File: src/design/vcdi_pkg.sv
package vcdi_pkg;

    localparam int VALUE_BITS_DEF = 16;
    localparam int FRAC_BITS_DEF  = 16;
    localparam int NCORNER        = 8;
    localparam int OUT_BITS       = 23;
    localparam int OUT_FRAC       = 16;
    localparam int OUT_MAX        = 2147483;
    localparam int SCALE_DIV      = 1000;
    localparam int SCALE_BITS     = 10;

    // offset of each corner, bit 0 x, bit 1 y, bit 2 z, in stream order
    localparam logic [2:0] CORNER_OFF [NCORNER] = '{
        3'b000, 3'b001, 3'b011, 3'b010, 3'b100, 3'b101, 3'b111, 3'b110
    };

endpackage

File: src/design/vcdi_div.sv
module vcdi_div #(
    parameter int QW = vcdi_pkg::VALUE_BITS_DEF + 7,
    parameter int DW = vcdi_pkg::FRAC_BITS_DEF + 14
) (
    input  logic          i_clk,
    input  logic          i_rst_n,
    input  logic          i_en,
    input  logic          i_valid,
    input  logic [DW-1:0] i_rem,
    input  logic [QW-1:0] i_acc,
    input  logic [DW-1:0] i_den,
    input  logic          i_neg,
    output logic          o_valid,
    output logic [QW-1:0] o_quot,
    output logic          o_neg
);
    logic [DW-1:0] r_rem [QW];
    logic [QW-1:0] r_acc [QW];
    logic [DW-1:0] r_den [QW];
    logic [QW-1:0] r_neg;
    logic [QW-1:0] r_v;

    logic [DW-1:0] w_rem [QW];
    logic [QW-1:0] w_acc [QW];
    logic [DW-1:0] w_den [QW];
    logic [QW-1:0] w_neg;
    logic [QW-1:0] w_v;

    genvar k;
    generate
        for (k = 0; k < QW; k++) begin : g_stage
            logic [DW:0] tmp;
            logic [DW:0] diff;
            logic        ge;

            if (k == 0) begin : g_first
                assign w_rem[k] = i_rem;
                assign w_acc[k] = i_acc;
                assign w_den[k] = i_den;
                assign w_neg[k] = i_neg;
                assign w_v[k]   = i_valid;
            end else begin : g_next
                assign w_rem[k] = r_rem[k-1];
                assign w_acc[k] = r_acc[k-1];
                assign w_den[k] = r_den[k-1];
                assign w_neg[k] = r_neg[k-1];
                assign w_v[k]   = r_v[k-1];
            end

            always_comb begin
                tmp  = {w_rem[k], w_acc[k][QW-1]};
                diff = tmp - {1'b0, w_den[k]};
                ge   = tmp >= {1'b0, w_den[k]};
            end

            always_ff @(posedge i_clk) begin
                if (i_en) begin
                    r_rem[k] <= ge ? diff[DW-1:0] : tmp[DW-1:0];
                    r_acc[k] <= {w_acc[k][QW-2:0], ge};
                    r_den[k] <= w_den[k];
                    r_neg[k] <= w_neg[k];
                end
            end

            always_ff @(posedge i_clk) begin
                if (!i_rst_n) begin
                    r_v[k] <= 1'b0;
                end else if (i_en) begin
                    r_v[k] <= w_v[k];
                end
            end
        end
    endgenerate

    assign o_valid = r_v[QW-1];
    assign o_quot  = r_acc[QW-1];
    assign o_neg   = r_neg[QW-1];

endmodule

File: config.mk
export PLATFORM = sky130hd
export DESIGN_NAME = vcdi_div
export DESIGN_NICKNAME = d
export VERILOG_FILES = /design/src/design/vcdi_pkg.sv /design/src/design/vcdi_div.sv
export SDC_FILE = /design/constraint.sdc
export NUM_CORES = 2
export LEC_CHECK = 0
export ABC_CLOCK_PERIOD_IN_PS = 7100
export BUFFER_PORTS_ARGS = -buffer_cell sky130_fd_sc_hd__buf_2
export CAP_MARGIN = 20
export CORE_MARGIN = 2
export CORE_UTILIZATION = 50
export DETAILED_ROUTE_END_ITERATION = 8
export PLACE_DENSITY = 0.65
export SYNTH_ARGS = -nofsm -noshare
export SYNTH_HDL_FRONTEND = slang
export SYNTH_SLANG_ARGS = --single-unit
File: constraint.sdc
create_clock -name i_clk -period 7.1 [get_ports i_clk]
set_input_delay 0 -clock i_clk [delete_from_list [all_inputs] [get_ports i_clk]]
set_output_delay 0 -clock i_clk [all_outputs]
set_load 0.02 [all_outputs]
Word-level counts from Yosys, hierarchy flattened
Memory sizes are Yosys's and may differ from the RTL's. Cells that the tools add are included.

Memory bits (writable): 1909. Memories kept: 3. Logic and storage cells: 120. Register bits: 46.

Multiplexer cells: 25. Order comparisons: 23. Add/subtract/negate cells: 23.

Memory list: r_den (depth 23, width 30, rd ports 22, clocked after memory_dff 0, wr ports 23, RTL line vcdi_div.sv:19) `logic [DW-1:0] r_den [QW];`; r_rem (depth 23, width 30, rd ports 22, clocked after memory_dff 0, wr ports 23, RTL line vcdi_div.sv:17) `logic [DW-1:0] r_rem [QW];`; r_acc (depth 23, width 23, rd ports 23, clocked after memory_dff 0, wr ports 23, RTL line vcdi_div.sv:18) `logic [QW-1:0] r_acc [QW];`.

Operators by type and width (count): >= comparator 31 x 30 -> 1 bit (23); 2-to-1 mux 30 bit (23); subtractor 30 bit (23); 2-to-1 mux 1 bit (2).

Longest topological paths before layout
Word-level depth: 2. Gate-level depth with buffers: 15.

Least setup slack after synthesis
Ideal clock, no wire load.

Path type: register to register. Start: mem r_rem[2][32] in the netlist's numbering. End: mem r_rem[2][73] in the netlist's numbering (data pin). Data required time: 6840 ps. Setup slack: 3688 ps. Data arrival time: 3152 ps. Stages on the path, launching flop included: 12. Path through: edfxtp_1 > ha_1 > a21o_1 > a221oi_2 > o21ai_1 > a311oi_1 > o31ai_1 > a31oi_1 > o311ai_1 > a21oi_2 > buf_2 > mux2_2.

RTL lines (RTL line): from (decl) (vcdi_div.sv:17).

==> impl_metrics.csv <==
group,metric,value,unit
cells_and_area,stdcell_count,11600,
worst_setup_path,crit_required,7.71,ns
clocking,root_buffer,"clkbuf_16",
timing,tns,0,ns
synth,netlist_area,100000,µm²
timing,fin_crit,4.58,ns
synth,synthArstFlopShare,0,
worst_setup_path,reg2reg_from,"r_rem[2][32]",
floorplanning,fp.dieW,452,µm
clocking,cts_tree,"built",
run,maxCapViolCount,0,
synth,yosysUniqueCellTypes,89,
floorplanning,core,200000,µm²
timing,slew_viol_final,0,
route,ant_nets,0,
timing,tightest_slew,1.01,ns
global_route,gr-total-overflow,0,
pwr,power_density,452,nW/µm²
synth,syn_nets,9156,
route,num_vias,65100,
timing,timing.fmax,218,MHz
worst_setup_path,rr_endpoint,"r_rem[2][62]",
floorplanning,rows,164,
placement,gp_congestion,0.899,
synth,yosys_warnings,0,
timing,setup_violations,0,
floorplanning,dieArea,204000,µm²
global_route,antenna_found_initial,1,
worst_setup_path,crit_type,"reg -> reg",
synth,synth-seq-cells,1895,
global_route,grt_max_degree,158,
synth,synth_cells,8356,
timing,rsz0062_at_grt,"false",
timing,maxSlewHeadroom,0.327,
synth,synth-edff-count,1872,
cells_and_area,finalNetCount,9525,
route,viasPerCell,5.64,
worst_setup_path,cp_max_fo,20,
route,drt_iter0_drc,4959,
worst_setup_path,ff2ff_path_depth,11,
clocking,path_clk_slew,0.06,ns
route,drc,0,
synth,ys_seq_area_frac,0.565,
placement,dp_hpwl,173,mm
pwr,p_leak,45.5,nW
worst_setup_path,cp.arrival,5.19,ns
synth,avgSynthCellArea,12.0,µm²
timing,final_hold_viol_count,0,
floorplanning,io_pins,113,
clocking,cts_buffers,203,
floorplanning,start_util,0.503,
clocking,cts.path.max_buffers,3,
cells_and_area,synthToLayoutAreaGrowth,12.6,%
placement,port_buffers,112,
min_path,holdPathEnd,"r_v[7]",
global_route,track_usage,0.226,
timing,fin_skew,0.0503,ns
global_route,grt_pass1_vias,64000,
global_route,grt_pass1_wl,363,mm
clocking,clkSinkCount,1895,
min_path,holdPathStages,3,
pwr,peakVddDrop,0.287,mV
floorplanning,die_y,452,µm
timing,timing.final.crit_share,0.645,
clocking,cts_max_level,4,
synth,ys_dominant_reg_cell,"edfxtp_1",
route,firstDrtPassIters,8,
worst_setup_path,cp-start-kind,"register",
worst_setup_path,r2r_setup_slack,2.52,ns
cells_and_area,drive_gt1_frac,0.0974,
pwr,p_total,51.0,mW
min_path,hp-class,"in -> reg",
status,status,"finished clean",
clocking,insertion_delay,0.88,ns
worst_setup_path,end_kind,"register",
route,routed_wl,234,mm
route,wl_per_cell,20.2,µm
placement,place_inst,11000,
min_path,min_from,"i_rst_n",
[power by group]
group	total [mW]	switching (mW)	internal (mW)
Combinational	22.1	12.2	9.94
Clock	10.8	4.56	6.28
Sequential	18.1	1.84	16.2
[how the worst max path moves through the flow]
stage                  from      endpoint  slack (ns)  cells after the start
6_report       r_rem[2][32]  r_rem[2][62]        2.52                     11
5_1_grt        r_rem[2][32]  r_rem[2][78]        2.25                     11
4_1_cts        r_rem[2][32]  r_rem[2][76]        2.54                     11
3_5_place_dp   r_rem[2][32]  r_rem[2][62]        2.60                     11
3_3_place_gp   r_rem[2][32]  r_rem[2][63]        2.54                     10
2_1_floorplan  r_rem[2][32]  r_rem[2][73]        3.69                     11
[state kept, by name, indices dropped and copies added (netlist names)]
register and cells:
r_den 660, r_rem 660, r_acc 529, r_neg 22
r_v 22, o_neg 1, o_valid 1
[metrics by stage]
step | util | setup WS (ns) | hold WS, ns | cell area (µm²)
after floorplan | - | 3.69 | 0.0989 | 100000
after global placement | 0.520 | 2.54 | 0.178 | 104000
after detailed placement | 0.521 | 2.60 | 0.178 | 104000
after CTS | 0.566 | 2.54 | 0.0346 | 113000
after global routing | 0.566 | 2.25 | 0.0839 | 113000
final | 0.566 | 2.52 | 0.100 | 113000
[timing repair]
item	in CTS	in global routing
hold buffers	206	0
endpoints found under the hold margin	189	0
buffers inserted	0	0
gates resized for setup	0	0
[cell families (layout without fill, tap and decap cells)]
| group | after synthesis | in the layout | share of synthesized area |
|---|---|---|---|
| adders and majority gates | 712 | 712 | 0.0904 |
| xor gates and xnor gates | 555 | 555 | 0.0484 |
| DFF | 1895 | 1895 | 0.565 |
| buffers and inverters | 1058 | 1603 | 0.0412 |
| AOI/OAI and AO/OA | 2045 | 2045 | 0.130 |
| and+or+nand+nor | 1694 | 1694 | 0.0813 |
| muxes | 397 | 397 | 0.0438 |
| other | 0 | 2 | 0 |
[layer usage]
metal / routed length (µm) / GRT usage
met3: 8430 / 0.0281
met5: 0 / 0
met1: 96700 / 0.280
met4: 7830 / 0.0786
met2: 121000 / 0.406
[critical path, cell delays in order (launching register included)]
cell and delay, ns:
edfxtp_1 0.39, ha_1 0.39, a21o_1 0.21, a221oi_2 0.48
o21ai_1 0.21, a311oi_1 0.53, o31ai_1 0.21, a31oi_1 0.36
o311ai_1 0.25, a21oi_4 0.71, buf_16 0.23, mux2_2 0.34
[cell usage in the layout, fill, tap and decap left out, types with 111 or more instances in the layout]
cell	Yosys	layout
a21o_1	341	341
a21oi_1	622	622
buf_2	50	111
clkbuf_16	0	204
dlygate4sd3_1	0	206
edfxtp_1	1872	1872
ha_1	690	690
inv_1	860	860
mux2_2	334	334
nand2_1	452	452
nand3_1	129	129
nand4_1	122	122
nor2_1	468	467
nor2b_1	121	121
o21ai_0	416	416
xnor2_1	340	340
xor2_1	215	215
[area by class of cell]
| class | count | area [µm²] |
|---|---|---|
| sequential | 1895 | 56700 |
| fill | 16500 | 86700 |
| clock inverter | 135 | 1620 |
| antenna | 2 | 5.00 |
| tap | 2656 | 3320 |
| timing repair buffer | 361 | 3160 |
| clock buffer | 246 | 5300 |
| inverter | 861 | 3230 |
| multi-input combinational | 5403 | 39700 |
[cell usage after synthesis (24+ instances only)]
cell | number | area, µm²
o31ai_1 | 48 | 360
mux2_2 | 334 | 3760
and2_1 | 28 | 175
nand3_1 | 129 | 646
a21o_1 | 341 | 2560
nor3_1 | 98 | 490
and3_1 | 65 | 407
a21oi_1 | 622 | 3110
nor2b_1 | 121 | 757
ha_1 | 690 | 8630
nor2_1 | 468 | 1760
buf_2 | 50 | 250
xor2_1 | 215 | 1880
o211ai_1 | 30 | 225
inv_1 | 860 | 3230
nand2_1 | 452 | 1700
o31a_1 | 24 | 210
clkbuf_1 | 106 | 398
nand2b_1 | 71 | 444
buf_4 | 26 | 195
mux2i_1 | 63 | 631
o21bai_1 | 81 | 608
edfxtp_1 | 1872 | 56200
a31oi_1 | 65 | 407
xnor2_1 | 340 | 2980
o21a_1 | 91 | 683
nand4_1 | 122 | 763
a211oi_1 | 68 | 510
nor4_1 | 26 | 163
or2_2 | 28 | 175
o21ai_0 | 416 | 2080
Power figures use the tool's default switching activity.
