`src/design/vcdi_pkg.sv`:
```
package vcdi_pkg;

    localparam int VALUE_BITS_DEF = 16;
    localparam int FRAC_BITS_DEF  = 16;
    localparam int NCORNER        = 8;
    localparam int OUT_BITS       = 23;
    localparam int OUT_FRAC       = 16;
    localparam int OUT_MAX        = 2147483;
    localparam int SCALE_DIV      = 1000;
    localparam int SCALE_BITS     = 10;

    // offset of each corner, bit 0 x, bit 1 y, bit 2 z, in stream order
    localparam logic [2:0] CORNER_OFF [NCORNER] = '{
        3'b000, 3'b001, 3'b011, 3'b010, 3'b100, 3'b101, 3'b111, 3'b110
    };

endpackage

```
`src/design/vcdi_skid.sv`:
```
module vcdi_skid #(
    parameter int W = vcdi_pkg::OUT_BITS
) (
    input  logic         i_clk,
    input  logic         i_rst_n,
    input  logic         i_valid,
    input  logic [W-1:0] i_data,
    output logic         o_en,
    output logic         o_valid,
    output logic [W-1:0] o_data,
    input  logic         i_ready
);
    logic         r_out_v;
    logic [W-1:0] r_out;
    logic         r_sk_v;
    logic [W-1:0] r_sk;

    always_ff @(posedge i_clk) begin
        if (!i_rst_n) begin
            r_out_v <= 1'b0;
            r_sk_v  <= 1'b0;
        end else if (r_sk_v) begin
            if (i_ready) begin
                r_sk_v <= 1'b0;
            end
        end else if (!r_out_v || i_ready) begin
            r_out_v <= i_valid;
        end else if (i_valid) begin
            r_sk_v <= 1'b1;
        end
    end

    always_ff @(posedge i_clk) begin
        if (r_sk_v) begin
            if (i_ready) begin
                r_out <= r_sk;
            end
        end else if (!r_out_v || i_ready) begin
            r_out <= i_data;
        end else begin
            r_sk <= i_data;
        end
    end

    assign o_en    = !r_sk_v;
    assign o_valid = r_out_v;
    assign o_data  = r_out;

endmodule

```
`config.mk`:
```
export PLATFORM = sky130hd
export DESIGN_NAME = vcdi_skid
export DESIGN_NICKNAME = d
export VERILOG_FILES = /design/src/design/vcdi_pkg.sv /design/src/design/vcdi_skid.sv
export SDC_FILE = /design/constraint.sdc
export NUM_CORES = 1
export LEC_CHECK = 0
export BUFFER_PORTS_ARGS = -buffer_cell sky130_fd_sc_hd__buf_2
export CORE_ASPECT_RATIO = 0.9
export CORE_UTILIZATION = 50
export DETAILED_ROUTE_END_ITERATION = 12
export GPL_TIMING_DRIVEN = 0
export PLACE_DENSITY = 0.81
export SYNTH_ARGS = -nofsm -noshare
export SYNTH_HDL_FRONTEND = slang
export SYNTH_SLANG_ARGS = --single-unit
```
`constraint.sdc`:
```
create_clock -name i_clk -period 3.4 [get_ports i_clk]
set_input_delay 0.17 -clock i_clk [delete_from_list [all_inputs] [get_ports i_clk]]
set_output_delay 0.17 -clock i_clk [all_outputs]
set_load 0.01 [all_outputs]
```
# After elaboration in Yosys (flattened, before gate mapping)
# Cells that the tools add are included.
# op_classes
eq_ne	1
mux	7
n_bitwise	2
reduce_logical	7
# ops
op	count
23-bit two-way mux	3
2-bit AND reduction	3
1-bit two-way mux	4
1-bit logical NOT	2
2-bit != test (second input constant)	1
1-bit NOT	2
2-bit nonzero test	1
1-bit logical OR	1
# totals
ff_bits	48
input_bits	27
elab_cells	21

# Depth between registers and ports, before layout
# Gate-level depths: netlist of the first run.
# logic_depth
ltp_word	4
depth_mapped	4
mapped_depth_nobuf	2

# Worst setup path before layout of the first run
# Ideal clock, no wire load.
# synth_timing
path_kind	register to register
startpoint	register r_sk_v
endpoint	register r_sk[0] (enable)
setup_ns	0.437
arrival_ns	2.333
t_required_ns	2.963
slack_ns	0.631
stages_incl_launch_ff	4
n_path_buf	2
path_cell_list	dfxtp_1 > buf_6 > buf_6 > nor3b_1
# synth_via
elab_chain_cells	2
# synth_rtl
item	line_no	source
from (decl)	vcdi_skid.sv:15	logic r_sk_v;
from (signal assigned)	vcdi_skid.sv:21	r_sk_v <= 1'b0;
from (signal assigned)	vcdi_skid.sv:24	r_sk_v <= 1'b0;
from (signal assigned)	vcdi_skid.sv:29	r_sk_v <= 1'b1;
1-bit NOT (no line)	--	
2-bit AND reduction (no line)	--	
to (signal assigned)	vcdi_skid.sv:41	r_sk <= i_data;
to (decl)	vcdi_skid.sv:16	logic [W-1:0] r_sk;
# Every way passes these cells.
# A chain may end at the register's enable or synchronous reset.

# Worst setup path after layout of the first run
# layout_timing
startpoint	register r_sk_v
endpoint	register r_sk[2] (enable)
# Same word-level chain as after synthesis.

==> results of run 1 <==
worst max path at each step:
stage	startpoint	to	slack, ns	depth (start not counted)
after floorplan	r_sk_v	r_sk[0]	0.63	3
after global placement	r_sk_v	r_sk[5]	-0.19	3
after detailed placement	r_sk_v	r_sk[2]	1.57	5
after CTS	r_sk_v	r_sk[11]	1.56	5
after global routing	r_sk_v	r_sk[11]	1.48	5
final	r_sk_v	r_sk[2]	1.60	5
final cells by class:
type / instances / area [um^2]
Timing Repair Buffer: 54 / 293
Sequential cell: 48 / 1420
Multi-Input combinational cell: 31 / 342
Clock buffer: 7 / 76.3
Buffer: 3 / 30.0
Tap cell: 44 / 55.1
Fill cell: 259 / 1180
Inverter: 1 / 3.75
Clock inverter: 1 / 3.75
power by group:
group	internal, mW	total, mW	switching, mW
logic	0.0536	0.107	0.0530
clock network	0.143	0.306	0.163
registers	0.691	0.701	0.0101
total	0.888	1.11	0.226
flip-flops by register name (all words and copies together), names as in the netlist:
name / flops
o_data: 23
r_sk: 23
o_valid: 1
r_sk_v: 1
worst max-delay path: cells and delay by family, from the launching register on:
kind | cells | cell delay [ns]
flops | 1 | 0.32
simple gates | 1 | 0.51
buf+inv | 4 | 0.68
cells by family (layout without fill, tap and decap cells):
kind of cell	Yosys count	in the layout
DFF	48	48
muxes	23	23
and+or+nand+nor	5	5
buffers and inverters	4	66
AOI/OAI and AO/OA	3	3
layout by cell type, fill, tap and decap left out, drive strengths merged:
cell type  count
a21oi          1
clkbuf         7
buf           57
nor2b          1
o21ai          1
nand3b         1
inv            1
clkinv         1
dfxtp          2
mux2          23
o21bai         1
nand2          1
nor3b          2
edfxtp        46
layer usage:
layer  wire length (um)  track usage [%]  vias to the layer above
li1                   -                -                      447
met1               1270             20.1                      425
met2               1200             23.2                       44
met3                212             6.20                        4
met4                 42             7.45                        0
met5                  0                0                        -
per-stage QoR:
| stage | hold slack [ns] | setup WS, ns | instance area (um^2) | TNS, ns |
|---|---|---|---|---|
| 6_report | 0.0682 | 1.60 | 2220 | 0 |
| 5_1_grt | 0.0481 | 1.48 | 2220 | 0 |
| 4_1_cts | 0.0537 | 1.56 | 2220 | 0 |
| 3_5_place_dp | 0.362 | 1.57 | 2140 | 0 |
| 3_3_place_gp | 0.360 | -0.191 | 2100 | -4.37 |
| 2_1_floorplan | 0.240 | 0.631 | 1790 | 0 |
==> metrics, run 1 <==
Worst Tran Pin Value 0.574 ns; worst-path maximum fanout 11; clk root buf clkbuf_8; R2R Setup Slk 1.60 ns; Compound-Gate Fraction of Synth Area 0.980%; # rows 20; vias in the first global route 876; Mapped Area 0.00179 mm^2; Core Util, Final 65.4%; gr ovfl total 0; area grow syn2layout 24.4%; Die Area 0.00382 mm^2; worst hold path endpoint r_sk[9]; FF+latch count, synth 48; Post-synth EDFFs 46; cell taking the most area after synthesis edfxtp_1; TritonCTS clock tree built; Synth Area in Simple Gates 2.10%; count of final setup violators 0; DR vias 920; Avg WL per Cell 14.4 um; Setup CP Type flip-flop to flip-flop; Final nets 171; xor/xnor share of the synthesized area 0%; max incr delay on CP 0.51 ns; hold path start i_data[9]; cts hold-fix bufs 0; maximum clock rate 555 MHz; ANT nets after route 0; crit path cell chain buf_6, buf_6, nor3b_2, buf_6, buf_6; Net Count, Synth 110; element type at the critical path start flip-flop; Main synth FF type edfxtp_1; setup bufs post-CTS 0; Slew headroom 61.5%; post-DP HPWL 1.95 mm; max-slew violations 0; clock buffer depth 2; Antenna diodes 0; DRT Pass-1 Iters 4; H-Tree Level Count 2; initial antenna violation count 0; first-pass GRT wire length 4.15 mm; critical path capture point type flip-flop; synthesized netlist cell count 83; drt initial violations 41; Total GRT Usage 15.6%; Cells after DPL 181; RSZ-0062 raised after global routing false; HP Class primary input to flip-flop; Pleak 0.860 nW; r2r startpoint r_sk_v; DRC 0; most frequent cell after synthesis edfxtp_1; Clock transition at path regs 0.08 ns; power density over cell area 501 mW/mm^2; Worst-Skew Late Latency 0.29 ns; Worst R2R End r_sk[2]; Yosys warnings 0; die outline width 65.0 um; post-synthesis mux area share 15.5%; Async SR Flop Fraction 0%; die extent in y 58.7 um; CTS sink cnt 48; cts repair resizes 0; Hold Vio Cnt, Final 0; cell mode on critical path buf_6; max-cap viol count 0; Slowest cell on crit path nor3b_2; pin count of the biggest net entering global routing 16; clock skew 0.00358 ns; CTS buffer count 5; outcome completed; Critical Path RT 3.40 ns; Unique masters post-synth 15; post-route minimum period 1.80 ns; IO buf count 51; drt via density 4.87; core area 0.00340 mm^2; Ports 52; hold depth 1; post-synth top area share 77.3%; synth top area cells edfxtp_1 77%, mux2_2 11%, mux2_4 4.2%, dfxtp_1 2.2%, buf_6 1.3%; initial core utilization 52.5%; fin crit share 53.0%; Placer Congestion 0.613; Crit path arrival time 1.80 ns; final wirelength 2.72 mm; Finished Layout Cells 189; Post-Synth Adder-Cell Area 0%; Pwr Total 1.11 mW; layout cells sized above 1 60.7%; post-synthesis area per instance 21.5 um^2; post-synthesis sequential area ratio 79.5%; worst vdd ir 0.370 mV; largest family of logic cells by synthesized area multiplexers; commonest cells in the netlist 46 x edfxtp_1, 18 x mux2_2, 5 x mux2_4; Worst Reg2Reg Path Length in Cells 5
Note: power is estimated with default switching activity, not from simulation.
==> run 2: changes to the inputs <==
- clock period: 3.4 -> 1.7 ns (I/O delays scaled with it)
==> metrics, run 2 (synthesis gave the netlist of run 1 again) <==
pin count of the biggest net entering global routing 24 (+8); initial core utilization 52.5% (unchanged); Setup CP Type flip-flop to flip-flop; first-pass GRT wire length 4.66 mm (+12%); pre-CTS setup slack -0.296 ns (-1.86 ns); worst vdd ir 0.605 mV (+64%); Ports 52 (unchanged); H-Tree Level Count 2 (unchanged); Slew headroom 53.7% (-7.9 points); Worst-Skew Late Latency 0.29 ns (about the same); Gate power share 11.2% (+1.6 points); fin area 0.00245 mm^2 (+10%); TritonCTS clock tree built; Placer Congestion 0.625 (+2.0%); slack of the critical path 0.133 ns (-1.47 ns); Slowest cell on crit path o21bai_4; Pleak 0.943 nW (+9.7%); vias in the first global route 1005 (+15%); clock skew 0.00447 ns (+0.000896 ns); initial antenna violation count 0 (unchanged); fin crit share 92.2% (+39 points); die outline width 65.0 um (unchanged); count of final setup violators 0 (unchanged); Switching Fraction 20.6% (+0.32 points); clock network fraction of design power 26.9% (-0.6 points); # rows 20 (unchanged); cell mode on critical path buf_6; Finished Layout Cells 209 (+11%); core area 0.00340 mm^2 (unchanged); Hold Vio Cnt, Final 0 (unchanged); drt initial violations 25 (-39%); ANT nets after route 0 (unchanged); power density over cell area 927 mW/mm^2 (+85%); Die Area 0.00382 mm^2 (unchanged); worst-path maximum fanout 23 (+12); clock buffer depth 2 (unchanged); Core Util, Final 71.9% (+6.5 points); max-slew violations 0 (unchanged); commonest cells after routing, fill and taps aside 51 x buf_2, 46 x edfxtp_1, 23 x dlygate4sd3_1; HP Class primary input to flip-flop; placed cell areas 0.00211 mm^2 (-1.5%); Flop pwr share 62.0% (-1.0 points); setup TNS 0 ns (unchanged); gr ovfl total 0 (unchanged); Total GRT Usage 17.4% (+1.8 points); Power Internal 1.80 mW (+100%); commonest non-fill, non-tap cell in the layout buf_2; max-cap viol count 0 (unchanged); IO buf count 51 (unchanged); DR vias 1016 (+10%); area grow syn2layout 36.9%; critical path capture point type flip-flop; Clock transition at path regs 0.07 ns (about the same); Antenna diodes 0 (unchanged); Fillers 241 (-6.9%); outcome completed; DRC 0 (unchanged); Avg WL per Cell 14.6 um (+1.8%); P_sw 0.467 mW (+110%); max incr delay on CP 0.56 ns (+0.05 ns); CTS buffer count 5 (unchanged); Critical Path RT 1.62 ns (-1.78 ns); Cells after DPL 178 (-1.7%); element type at the critical path start flip-flop; CTS sink cnt 48 (unchanged); post-route minimum period 1.57 ns (-0.234 ns); Worst Tran Pin Value 0.693 ns (+0.119 ns); maximum clock rate 638 MHz (+15%); die extent in y 58.7 um (unchanged); layout cells sized above 1 52.7% (-8.0 points); setup bufs post-CTS 0 (unchanged); DRT Pass-1 Iters 4 (unchanged); post-DP HPWL 1.85 mm (-4.7%); Crit path arrival time 1.49 ns (-0.31 ns); clk root buf clkbuf_8; crit path cell chain buf_6, buf_6, o21bai_4; Final nets 192 (+12%); RSZ-0062 raised after global routing false; final wirelength 3.06 mm (+13%); drt via density 4.86 (-0.13%)
==> run 2: changes by cell type in the layout (fill, tap and decap cells not counted) <==
cell | before | now
buf_6 | 4 | 2
clkinv_1 | 1 | 0
buf_8 | 1 | 0
nor3b_4 | 0 | 2
clkinv_2 | 0 | 1
o21bai_4 | 0 | 1
o21bai_2 | 1 | 0
dlygate4sd3_1 | 0 | 23
clkbuf_1 | 2 | 1
nor3b_2 | 2 | 1
==> run 2: final cells by class <==
cell class	count	area, um^2	area share [%]
clock buffer	6	72.6	2.97
inverter	1	3.75	0.153
timing repair buffer	74	485	19.8
sequential	48	1420	58.1
tap	44	55.1	2.25
multi-input combinational	32	374	15.3
buffer	3	30.0	1.23
clock inverter	1	5.00	0.204
==> run 2: critical path, delay by kind of cell, from the launching register on <==
kind	cells	cell delay, ns
compound gates	1	0.56
flops	1	0.32
buf+inv	2	0.31
==> run 2: path summary, 6_finish.rpt <==
kind              startpoint    endpoint  cells past startpoint  slack (ns)
hold reg to reg      r_sk[7]   o_data[7]                      1        0.55
setup / recovery      r_sk_v  o_data[10]                      3        0.13
hold / removal       i_valid     o_valid                      3        0.06
setup reg to reg      r_sk_v  o_data[10]                      3        0.13
==> run 2: metrics by stage <==
step | hold WS, ns | power (mW)
floorplan | 0.155 | 1.54
global placement | 0.275 | 1.63
detailed placement | 0.278 | 1.64
CTS | 0.0411 | 2.29
global route | 0.0626 | 2.37
finish | 0.0552 | 2.27
==> run 2: routing by layer <==
metal / up-vias / global-route usage [%] / part of all wire, %
met2: 43 / 28.6 / 50
met1: 482 / 21.1 / 42
met3: 4 / 6.98 / 7.1
met4: 0 / 5.59 / 0.88
li1: 487 / - / -
met5: - / 0 / 0
==> run 2: what timing repair did <==
item                       CTS  global route
hold endpoints to repair    23             0
gates resized for setup      2             0
hold buffers                23             0
setup endpoints to repair   46             0
==> run 2: power groups by stage <==
stage	combinational (mW)	clock, mW	sequential, mW
6_report	0.254	0.609	1.41
3_3_place_gp	0.201	0	1.43
5_1_grt	0.274	0.684	1.41
3_5_place_dp	0.208	0	1.43
4_1_cts	0.255	0.629	1.41
2_1_floorplan	0.0775	0	1.46
==> run 3: changes to the inputs <==
- REMOVE_ABC_BUFFERS: unset -> 1
==> metrics, run 3 (synthesis gave the netlist of run 1 again) <==
outcome completed; Placer Congestion 0.638 (+2.1%); placed cell areas 0.00211 mm^2 (about the same); clock network fraction of design power 27.3% (+0.4 points); Worst Setup EP o_data[15]; Die Area 0.00382 mm^2 (unchanged); Gate power share 11.1% (about the same); H-Tree Level Count 2 (unchanged); RSZ-0062 raised after global routing false; # rows 20 (unchanged); pin count of the biggest net entering global routing 30 (+25%); die outline width 65.0 um (unchanged); DR vias 1021 (+0.49%); die extent in y 58.7 um (unchanged); worst-path maximum fanout 29 (+26%); Worst Reg2Reg Path Length in Cells 2 (-1); r2r startpoint r_sk_v; Fillers 233 (-3.3%); post-DP HPWL 2.09 mm (+13%); commonest non-fill, non-tap cell in the layout buf_2; clock skew 0.00775 ns (+0.00328 ns); worst vdd ir 0.755 mV (+25%); Total GRT Usage 18.6% (+1.3 points); drt initial violations 20 (-20%); met3 Usage GRT 5.23% (-1.7 points); Flop pwr share 61.5% (-0.5 points); maximum clock rate 656 MHz (+2.8%); element type at the critical path start flip-flop; Worst-Skew Late Latency 0.29 ns (about the same); P_sw 0.491 mW (+5.1%); R2R Setup Slk 0.18 ns (+0.04 ns); initial core utilization 52.5% (unchanged); GRT met2 Usage 32.4% (+3.9 points); Most Crowded Layer GR met2; TritonCTS clock tree built; layout cells sized above 1 53.9% (+1.2 points); clk root buf clkbuf_8; grt met1 use 22.8% (+1.7 points); Worst Tran Pin Value 0.747 ns (+0.0540 ns); hold slack 0.0346 ns (-0.0206 ns); Pleak 0.956 nW (+1.4%); vias in the first global route 1049 (+4.4%); fin crit share 89.6% (-2.5 points); Clock transition at path regs 0.08 ns (about the same); Critical Path RT 1.76 ns (+0.14 ns); Ports 52 (unchanged); commonest cells after routing, fill and taps aside 51 x buf_2, 46 x edfxtp_1, 23 x dlygate4sd3_1; Avg WL per Cell 15.5 um (+6.0%); initial antenna violation count 0 (unchanged); drt via density 4.84 (-0.46%); first-pass GRT wire length 4.97 mm (+6.6%); DRT Pass-1 Iters 4 (unchanged); Reg area 0.00142 mm^2 (about the same); CTS sink cnt 48 (unchanged); IO buf count 51 (unchanged); Hold Vio Cnt, Final 0 (unchanged); Power Internal 1.81 mW (+0.28%); HP Class primary input to flip-flop; max-cap viol count 0 (unchanged); Setup CP Type flip-flop to flip-flop; area grow syn2layout 37.4%; Worst R2R End o_data[15]; DRC 0 (unchanged); max-slew violations 0 (unchanged); core area 0.00340 mm^2 (unchanged); Cells after DPL 178 (unchanged); Finished Layout Cells 211 (+0.96%); clock buffer depth 2 (unchanged); area of the multi-input gates 355 um^2 (-5.0%); Slew headroom 50.2% (-3.5 points); ANT nets after route 0 (unchanged); post-route minimum period 1.52 ns (-0.0432 ns); critical path capture point type flip-flop; gr ovfl total 0 (unchanged); power density over cell area 935 mW/mm^2 (+0.86%); hold path start i_ready; fin area 0.00246 mm^2 (+0.41%); Antenna diodes 0 (unchanged); Final nets 193 (+0.52%); count of final setup violators 0 (unchanged); setup TNS 0 ns (unchanged); Switching Fraction 21.4% (+0.77 points); crit path from r_sk_v; CTS buffer count 5 (unchanged); Crit path arrival time 1.58 ns (+0.09 ns); final wirelength 3.28 mm (+7.0%)
-- run 3: changes by cell type in the layout (fill, tap and decap cells not counted), sizes merged --
cell,previous run,this run
buf,54,56
clkbuf,6,5
clkinv,1,3
nor3b,3,2
-- run 3: power by group through the flow --
| stage | clock network, mW | logic (mW) | registers, mW |
|---|---|---|---|
| 6_report | 0.628 | 0.255 | 1.41 |
| 5_1_grt | 0.688 | 0.276 | 1.42 |
| 4_1_cts | 0.639 | 0.251 | 1.41 |
| 3_5_place_dp | 0 | 0.209 | 1.44 |
| 3_3_place_gp | 0 | 0.187 | 1.44 |
| 2_1_floorplan | 0 | 0.0655 | 1.46 |
-- run 3: per-stage QoR --
stage          worst slack [ns]  total power, mW  utilization, %
6_report                  0.177             2.30            72.2
5_1_grt                  0.0923             2.38            72.2
4_1_cts                  0.0374             2.30            71.5
3_5_place_dp             -0.455             1.65            62.1
3_3_place_gp              -2.20             1.62            60.8
2_1_floorplan             -1.21             1.53               -
-- run 3: how the worst min path moves through the flow --
stage                   end  slack, ns  cells past startpoint
floorplan            r_sk_v       0.15                      1
global placement    r_sk[7]       0.27                      1
detailed placement  r_sk[7]       0.28                      1
CTS                  r_sk_v       0.02                      2
global route         r_sk_v       0.03                      2
finish               r_sk_v       0.03                      2
-- run 3: timing repair --
action / 4_1_cts / 5_1_grt
pin swaps: 0 / 1
endpoints found under the setup margin: 70 / 24
endpoints found under the hold margin: 23 / 0
buffers inserted: 0 / 2
gates cloned: 0 / 0
gates resized for setup: 2 / 1
hold buffers: 23 / 0
-- run 3: critical path, cell delays in order (launching register included) --
cell and delay, ns:
dfxtp_2 0.82, o21bai_4 0.23, buf_8 0.22
-- run 3: routing by layer --
metal / vias up / wire length, um / part of all wire, %
li1: 488 / - / -
met4: 0 / 31 / 0.95
met1: 485 / 1440 / 44
met3: 4 / 160 / 4.9
met2: 44 / 1650 / 50
met5: - / 0 / 0
-- run 3: final cells by class --
class                           count  share of cell area [%]
Clock buffer                        5                    2.80
Clock inverter                      3                   0.560
Inverter                            1                   0.153
Multi-Input combinational cell     31                    14.5
Sequential cell                    48                    57.9
Tap cell                           44                    2.24
Timing Repair Buffer               79                    21.9
